[src/sv/base64url_decoder_macros.svh]
// Assertion macros for the decoder modules; only b64d_back includes them.
// Every macro samples on the rising edge of clk and is disabled while arst_n is low.
`ifndef BASE64URL_DECODER_MACROS_SVH
`define BASE64URL_DECODER_MACROS_SVH

// The condition must never hold.
`define B64D_ASSERT_NEVER(name, cond, msg) \
	name: assert property (@(posedge clk) disable iff (!arst_n) !(cond)) \
		else $error(msg);

// When the antecedent holds, the consequent holds in the same cycle.
`define B64D_ASSERT_SAME(name, ante, cons, msg) \
	name: assert property (@(posedge clk) disable iff (!arst_n) (ante) |-> (cons)) \
		else $error(msg);

`endif

[src/sv/b64d_pkg.sv]
`timescale 1ns / 1ps

package b64d_pkg;

	// Result status codes.
	typedef enum logic [1:0] {
		ST_OK         = 2'd0,
		ST_BAD_CHAR   = 2'd1,
		ST_LONE_FINAL = 2'd2,
		ST_LEFTOVER   = 2'd3
	} status_t;

	// Alphabet selection codes.
	localparam logic ALPHA_STANDARD = 1'b0;
	localparam logic ALPHA_URL      = 1'b1;

	// A classified character as it travels from the front to the back.
	typedef struct packed {
		logic [5:0] sextet;
		logic       bad;
		logic       last;
	} item_t;

	// One result item.
	typedef struct packed {
		logic [7:0] data_byte;
		logic       byte_valid;
		logic       end_of_message;
		status_t    status;
	} result_t;

endpackage

[src/sv/base64url_decoder.sv]
`timescale 1ns / 1ps
// Unpadded base64 / base64url decoder, one character per transfer.
// Throughput: one character per cycle while neither queue is full; at most one result per character.
// A character is registered in the character queue, decoded combinationally, and its
// result is registered in the result queue, from which it can then be popped.
// Reset (arst_n low, asynchronous): both queues empty, group state cleared, url alphabet.
module base64url_decoder #(
	parameter int unsigned QUEUE_DEPTH = 2
) (
	input  logic       clk,
	input  logic       arst_n,
	input  logic       push,
	output logic       full,
	input  logic [7:0] char_in,
	input  logic       is_last,
	output logic       empty,
	input  logic       pop,
	output logic [7:0] data_byte,
	output logic       byte_valid,
	output logic       end_of_message,
	output logic [1:0] status,
	input  logic       cfg_we,
	input  logic       cfg_wdata
);

	localparam int unsigned ITEM_W = $bits(b64d_pkg::item_t);
	localparam int unsigned RES_W  = $bits(b64d_pkg::result_t);

	logic              alphabet_select_q;
	b64d_pkg::item_t   front_item;
	b64d_pkg::item_t   back_item;
	logic              mid_empty;
	logic              item_pop;
	logic              res_full;
	logic              res_push;
	b64d_pkg::result_t back_res;
	b64d_pkg::result_t out_res;

	// Alphabet select register.
	always_ff @(posedge clk or negedge arst_n) begin
		if (!arst_n) begin
			alphabet_select_q <= b64d_pkg::ALPHA_URL;
		end else if (cfg_we) begin
			alphabet_select_q <= cfg_wdata;
		end
	end

	// Front: classify the character as it is accepted.
	b64d_front u_front (
		.char_in         (char_in),
		.is_last         (is_last),
		.alphabet_select (alphabet_select_q),
		.item            (front_item)
	);

	// Queue between the front and the decode step.
	b64d_fifo #(
		.DEPTH (QUEUE_DEPTH),
		.WIDTH (ITEM_W)
	) u_char_q (
		.clk    (clk),
		.arst_n (arst_n),
		.push   (push),
		.wdata  (front_item),
		.full   (full),
		.pop    (item_pop),
		.rdata  (back_item),
		.empty  (mid_empty)
	);

	// Back: group state and byte assembly.
	b64d_back u_back (
		.clk        (clk),
		.arst_n     (arst_n),
		.item_avail (!mid_empty),
		.item       (back_item),
		.item_pop   (item_pop),
		.res_full   (res_full),
		.res_push   (res_push),
		.res        (back_res)
	);

	// Result queue toward the consumer.
	b64d_fifo #(
		.DEPTH (QUEUE_DEPTH),
		.WIDTH (RES_W)
	) u_res_q (
		.clk    (clk),
		.arst_n (arst_n),
		.push   (res_push),
		.wdata  (back_res),
		.full   (res_full),
		.pop    (pop),
		.rdata  (out_res),
		.empty  (empty)
	);

	assign data_byte      = out_res.data_byte;
	assign byte_valid     = out_res.byte_valid;
	assign end_of_message = out_res.end_of_message;
	assign status         = 2'(out_res.status);

endmodule

[src/sv/b64d_fifo.sv]
`timescale 1ns / 1ps

module b64d_fifo #(
	parameter int unsigned DEPTH = 2,
	parameter int unsigned WIDTH = 8
) (
	input  logic             clk,
	input  logic             arst_n,
	input  logic             push,
	input  logic [WIDTH-1:0] wdata,
	output logic             full,
	input  logic             pop,
	output logic [WIDTH-1:0] rdata,
	output logic             empty
);

	localparam int unsigned PTR_W = (DEPTH > 1) ? $clog2(DEPTH) : 1;
	localparam int unsigned CNT_W = $clog2(DEPTH + 1);
	localparam logic [PTR_W-1:0] LAST_PTR = PTR_W'(DEPTH - 1);
	localparam logic [CNT_W-1:0] FULL_CNT = CNT_W'(DEPTH);

	logic [WIDTH-1:0] entries_q [DEPTH];
	logic [PTR_W-1:0] wr_ptr_q;
	logic [PTR_W-1:0] rd_ptr_q;
	logic [CNT_W-1:0] count_q;
	logic             do_push;
	logic             do_pop;

	// A transfer happens only on the side that has room or data.
	assign full    = (count_q == FULL_CNT);
	assign empty   = (count_q == '0);
	assign do_push = push && !full;
	assign do_pop  = pop && !empty;
	assign rdata   = entries_q[rd_ptr_q];

	// Storage; entries need no reset.
	always_ff @(posedge clk) begin
		if (do_push) begin
			entries_q[wr_ptr_q] <= wdata;
		end
	end

	// Pointers and fill count.
	always_ff @(posedge clk or negedge arst_n) begin
		if (!arst_n) begin
			wr_ptr_q <= '0;
			rd_ptr_q <= '0;
			count_q  <= '0;
		end else begin
			if (do_push) begin
				wr_ptr_q <= (wr_ptr_q == LAST_PTR) ? '0 : wr_ptr_q + PTR_W'(1);
			end
			if (do_pop) begin
				rd_ptr_q <= (rd_ptr_q == LAST_PTR) ? '0 : rd_ptr_q + PTR_W'(1);
			end
			if (do_push && !do_pop) begin
				count_q <= count_q + CNT_W'(1);
			end else if (do_pop && !do_push) begin
				count_q <= count_q - CNT_W'(1);
			end
		end
	end

endmodule

[src/sv/b64d_front.sv]
`timescale 1ns / 1ps

module b64d_front (
	input  logic            [7:0] char_in,
	input  logic                  is_last,
	input  logic                  alphabet_select,
	output b64d_pkg::item_t       item
);

	logic [5:0] sextet;
	logic       bad;

	// Map the character to its 6-bit value under the selected alphabet.
	always_comb begin
		sextet = '0;
		bad    = 1'b0;
		if (char_in inside {[8'h41:8'h5A]}) begin
			sextet = 6'(char_in - 8'h41);
		end else if (char_in inside {[8'h61:8'h7A]}) begin
			sextet = 6'(char_in - 8'h61 + 8'd26);
		end else if (char_in inside {[8'h30:8'h39]}) begin
			sextet = 6'(char_in - 8'h30 + 8'd52);
		end else if (alphabet_select == b64d_pkg::ALPHA_URL) begin
			case (char_in)
				8'h2D:   sextet = 6'd62;
				8'h5F:   sextet = 6'd63;
				default: bad = 1'b1;
			endcase
		end else begin
			case (char_in)
				8'h2B:   sextet = 6'd62;
				8'h2F:   sextet = 6'd63;
				default: bad = 1'b1;
			endcase
		end
	end

	assign item.sextet = sextet;
	assign item.bad    = bad;
	assign item.last   = is_last;

endmodule

[src/sv/b64d_back.sv]
`timescale 1ns / 1ps
`include "base64url_decoder_macros.svh"

module b64d_back (
	input  logic              clk,
	input  logic              arst_n,
	input  logic              item_avail,
	input  b64d_pkg::item_t   item,
	output logic              item_pop,
	input  logic              res_full,
	output logic              res_push,
	output b64d_pkg::result_t res
);

	logic [1:0] group_position_q;
	logic [7:0] leftover_bits_q;
	logic       dropping_q;

	logic [1:0] pos_next;
	logic [7:0] left_next;
	logic       drop_next;
	logic [7:0] byte_val;
	logic [7:0] left_after;
	logic       emit;

	// Take the next character whenever the result queue has room.
	assign item_pop = item_avail && !res_full;

	// Decode step for one character.
	always_comb begin
		pos_next   = group_position_q;
		left_next  = leftover_bits_q;
		drop_next  = dropping_q;
		byte_val   = '0;
		left_after = '0;
		emit       = 1'b0;
		res        = '{data_byte: 8'd0, byte_valid: 1'b0, end_of_message: 1'b1,
			status: b64d_pkg::ST_OK};
		if (dropping_q) begin
			if (item.last) begin
				drop_next = 1'b0;
			end
		end else if (item.bad) begin
			emit       = 1'b1;
			res.status = b64d_pkg::ST_BAD_CHAR;
			pos_next   = '0;
			left_next  = '0;
			drop_next  = !item.last;
		end else if (group_position_q == 2'd0) begin
			if (item.last) begin
				emit       = 1'b1;
				res.status = b64d_pkg::ST_LONE_FINAL;
				pos_next   = '0;
				left_next  = '0;
			end else begin
				pos_next  = 2'd1;
				left_next = {item.sextet, 2'b00};
			end
		end else begin
			// Join the leftover bits with the top of the new sextet.
			case (group_position_q)
				2'd1: begin
					byte_val   = leftover_bits_q | {6'b000000, item.sextet[5:4]};
					left_after = {item.sextet[3:0], 4'b0000};
				end
				2'd2: begin
					byte_val   = leftover_bits_q | {4'b0000, item.sextet[5:2]};
					left_after = {item.sextet[1:0], 6'b000000};
				end
				default: begin
					byte_val   = leftover_bits_q | {2'b00, item.sextet};
					left_after = '0;
				end
			endcase
			emit = 1'b1;
			if (item.last) begin
				pos_next  = '0;
				left_next = '0;
				if (left_after != '0) begin
					res.status = b64d_pkg::ST_LEFTOVER;
				end else begin
					res.data_byte  = byte_val;
					res.byte_valid = 1'b1;
				end
			end else begin
				pos_next           = group_position_q + 2'd1;
				left_next          = left_after;
				res.data_byte      = byte_val;
				res.byte_valid     = 1'b1;
				res.end_of_message = 1'b0;
			end
		end
	end

	assign res_push = item_pop && emit;

	// Decoder state.
	always_ff @(posedge clk or negedge arst_n) begin
		if (!arst_n) begin
			group_position_q <= '0;
			leftover_bits_q  <= '0;
			dropping_q       <= 1'b0;
		end else if (item_pop) begin
			group_position_q <= pos_next;
			leftover_bits_q  <= left_next;
			dropping_q       <= drop_next;
		end
	end

	// Checks on the decode state and the results.
	`B64D_ASSERT_NEVER(a_no_result_dropping, item_pop && dropping_q && res_push,
		"result while dropping")
	`B64D_ASSERT_NEVER(a_err_no_byte, res_push && (res.status != b64d_pkg::ST_OK)
		&& (res.byte_valid || !res.end_of_message), "error result malformed")
	`B64D_ASSERT_NEVER(a_pos0_no_leftover,
		(group_position_q == 2'd0) && (leftover_bits_q != 8'd0), "leftover at group start")
	`B64D_ASSERT_NEVER(a_push_needs_room, res_push && res_full,
		"result pushed into full queue")

endmodule

[config.mk]
export PLATFORM = sky130hd
export DESIGN_NAME = base64url_decoder
export DESIGN_NICKNAME = d
export VERILOG_FILES = /design/src/sv/b64d_pkg.sv /design/src/sv/base64url_decoder.sv /design/src/sv/b64d_fifo.sv /design/src/sv/b64d_front.sv /design/src/sv/b64d_back.sv
export VERILOG_INCLUDE_DIRS = /design/src /design/src/sv
export SDC_FILE = /design/constraint.sdc
export NUM_CORES = 1
export LEC_CHECK = 0
export ABC_AREA = 1
export BUFFER_PORTS_ARGS = -buffer_cell sky130_fd_sc_hd__buf_2
export CORE_MARGIN = 1
export CORE_UTILIZATION = 30
export DETAILED_ROUTE_END_ITERATION = 6
export GPL_TIMING_DRIVEN = 0
export PLACE_DENSITY_LB_ADDON = 0.25
export SLEW_MARGIN = 20
export SYNTH_ARGS = -nofsm -noshare
export SYNTH_HDL_FRONTEND = slang
export SYNTH_SLANG_ARGS = --single-unit
[constraint.sdc]
create_clock -name clk -period 2.87 [get_ports clk]
set_input_delay 0.1435 -clock clk [delete_from_list [all_inputs] [get_ports clk]]
set_output_delay 0.1435 -clock clk [all_outputs]
set_load 0.05 [all_outputs]
==> impl_metrics.ini <==
[outcome]
status = finished, final reports clean

[synthesis]
synthesis.area_um2 = 3344
synth-seq-cells = 58
yosysSeqAreaShare_pct = 49.42
syn-num-nets = 437
synthCells = 406
syn_area_per_cell_um2 = 8.238
yosys.area.top_type = edfxtp_1
synth_top_area_share_pct = 35.91
yosys-top-cells-area = edfxtp_1 (36%), nand2_1 (13%), dfrtp_1 (13%)
synth_cell_types = 31
ys_warn_count = 0

[grt]
grt_pass1_wl_um = 11960
antenna_found_initial = 0
grt_max_degree = 19
grt-ovfl-total = 0
grt_use_total_pct = 13.18
grt_pass1_vias = 2643

[critical_path]
cp_top_family = simple AND/OR/NAND/NOR gates
endpoint_kind = flop
path_cells = inv_1 > ha_1 > inv_1 > nor2_2 > nand2_1 > nand2_1 > inv_2 > ha_1 > a21oi_1 > o21ai_0 > xor2_1
critPathArrivalTime_ns = 2.38
path_class = reg -> reg
startpoint_type = flop
path_max_fanout = 6
max_stage_delay_ns = 0.40
r2r_cells = 11
critPathRequiredTime_ns = 3.08
worstSetupPathDepth = 11
slowest_stage = dfrtp_1
cp.buffers_inverters = 3

[cts]
h-tree-depth = 3
cts_max_path_buffers = 2
cts_sinks = 58
cts_root_buf = clkbuf_8
cts_tree = built
post_cts_resize_count = 0
clk_latency_ns = 0.33
path_clk_slew_ns = 0.06
cts_buffers = 9

[placement]
dpl.cell_count = 573
portBuffers = 27
post-place-ws_ns = 0.4060
dpl.hpwl_um = 5138
gp_congestion = 0.8555

[sta]
setup_ws_ns = 0.7026
slew-limit-headroom_pct = 51.91
setup_viol = 0
tightest_slew_ns = 0.7187
post-route-period-util_pct = 75.52
final_hold_viol_count = 0
finalSetupTns_ns = 0
slew_viol_final = 0
fin_skew_ns = 0.007091
grt_setup_unrepaired = false
clock.fmax_mhz = 461.4
min_period_ns = 2.167

[floorplan]
core_um2 = 10840
num_rows = 38
die_x_um = 107.6
die_area_um2 = 11570
initial_utilization_pct = 30.85
ios = 29
die_y_um = 107.6

[worst_hold_path]
min_path_cells = 3
min-delay-path-class = in -> reg

[cells_and_area]
drive_above_1_share_pct = 13.94
synthToLayoutAreaGrowth_pct = 16.98
nFillCells = 1130
final_cells = 592
antennaDiodeCount = 0
final_util_pct = 36.09
nets = 478

[detailed_routing]
viasPerCell = 4.459
routed_wl_um = 6727
drc = 0
vias = 2640
drt-initial-drc-count = 68
detail-route-antenna-nets = 0
wire_per_inst_um = 11.36
dr.pass1.iters = 4

[power_and_ir_drop]
power_leakage_nw = 1.848
powerDensity_nw_per_um2 = 1067
ir_worst_vdd_uv = 491.8
power.total_mw = 4.173

[job]
maxCapViolCount = 0
## registers in the layout (all words and copies together), names as in the netlist
signal	flops
u_res_q.entries_q	24
alphabet_select_q	1
u_back.group_position_q	2
u_char_q.rd_ptr_q	1
u_back.dropping_q	1
u_char_q.entries_q	16
u_char_q.wr_ptr_q	1
u_res_q.rd_ptr_q	1
u_char_q.count_q	2
u_res_q.count_q	2
u_res_q.wr_ptr_q	1
u_back.leftover_bits_q	6
## cells in the final DEF, fill, tap and decap left out
| cell type | n |
|---|---|
| inv_2 | 5 |
| buf_4 | 2 |
| nand3b_1 | 2 |
| nor2_1 | 44 |
| nand3_1 | 25 |
| o221ai_1 | 2 |
| dlygate4sd3_1 | 3 |
| a31oi_1 | 1 |
| o22ai_1 | 5 |
| o21ai_1 | 5 |
| inv_1 | 56 |
| ha_1 | 16 |
| and2_1 | 1 |
| nor2_2 | 5 |
| nand4_1 | 1 |
| bufinv_16 | 2 |
| o21ai_2 | 2 |
| xnor2_1 | 2 |
| nand2_2 | 3 |
| nor3_2 | 1 |
| buf_2 | 29 |
| o22ai_2 | 1 |
| o21ai_0 | 18 |
| dfrtp_1 | 17 |
| edfxtp_1 | 40 |
| clkbuf_1 | 5 |
| nand3_4 | 1 |
| xor2_1 | 10 |
| clkbuf_8 | 11 |
| a21oi_1 | 14 |
| nand2_1 | 119 |
| nor3_1 | 2 |
| dfstp_2 | 1 |
| o211ai_1 | 1 |
## Yosys cell counts
cell type and n:
inv_2 5, o221ai_1 2, inv_1 56, a31oi_1 1
nand3b_1 2, dfstp_2 1, xor2_1 10, o22ai_1 5
nand3_1 25, nor2_1 46, nand2_2 3, o211ai_1 1
o21ai_1 5, nand2_1 119, o21ai_0 18, nor3_2 1
o22ai_2 1, edfxtp_1 40, nor3_1 2, buf_2 2
clkbuf_1 2, nor2_2 3, xnor2_1 2, and2_1 1
nand3_4 1, o21ai_2 2, ha_1 16, a21oi_1 14
dfrtp_1 17, buf_4 2, nand4_1 1
## power by group
part	internal [mW]	switching (mW)
clock network	0.538	0.296
logic	0.513	1.44
registers	1.27	0.118
## repair_timing
action | CTS | global route
hold buffers | 3 | 0
endpoints found under the hold margin | 20 | 0
buffers inserted | 0 | 0
## through the flow
step	area, um2	hold WS, ns
after floorplan	3344	-0.1521
after global placement	3655	0.1195
after detailed placement	3655	0.1231
after CTS	3908	0.02984
after global routing	3913	0.05397
final	3913	0.05377
## cells by family (layout without fill, tap and decap cells)
logic type	count (synthesis)	count (layout)	synth area share, %
AND/OR/NAND/NOR	204	204	25.33
buffers and inverters	67	113	7.819
flip-flops	58	58	49.42
AO/OA/AOI/OAI	49	49	8.306
adder cells (fa/ha/maj)	16	16	5.986
XOR/XNOR	12	12	3.143
## worst register-to-register path, stage by stage, from the launching register on
cell and delay, ns:
dfrtp_1 0.40, inv_1 0.14, ha_1 0.17, inv_1 0.11, nor2_2 0.23, nand2_1 0.11
nand2_1 0.15, inv_2 0.07, ha_1 0.30, a21oi_1 0.11, o21ai_0 0.11, xor2_1 0.15
## path summary, 6_finish.rpt
kind	start	to	slack, ns
hold reg to reg	u_char_q.wr_ptr_q	u_char_q.wr_ptr_q	0.55
setup reg to reg	u_back.group_position_q[0]	u_res_q.count_q[1]	0.70
min in group asynchronous	arst_n	u_char_q.count_q[0]	0.28
max in group asynchronous	arst_n	alphabet_select_q	2.25
setup / recovery	u_back.group_position_q[0]	u_res_q.count_q[1]	0.70
hold / removal	cfg_wdata	alphabet_select_q	0.05
## layer usage
metal	track usage, %	wire (um)	vias up
li1	-	-	1393
met1	14.73	3076	1191
met2	23.86	3293	42
met3	2.119	196	14
met4	6.947	160	0
met5	0	0	-
## final cells by class
type	instances	area (um2)	area share [%]
Tap cell	140	175.2	4.477
Multi-Input combinational cell	281	1435	36.68
Clock inverter	2	60.06	1.535
Inverter	61	229.0	5.852
Sequential cell	58	1653	42.25
Buffer	6	32.53	0.8315
Timing Repair Buffer	30	165.2	4.221
Clock buffer	14	162.7	4.157
(Power assumes the default switching activity.)
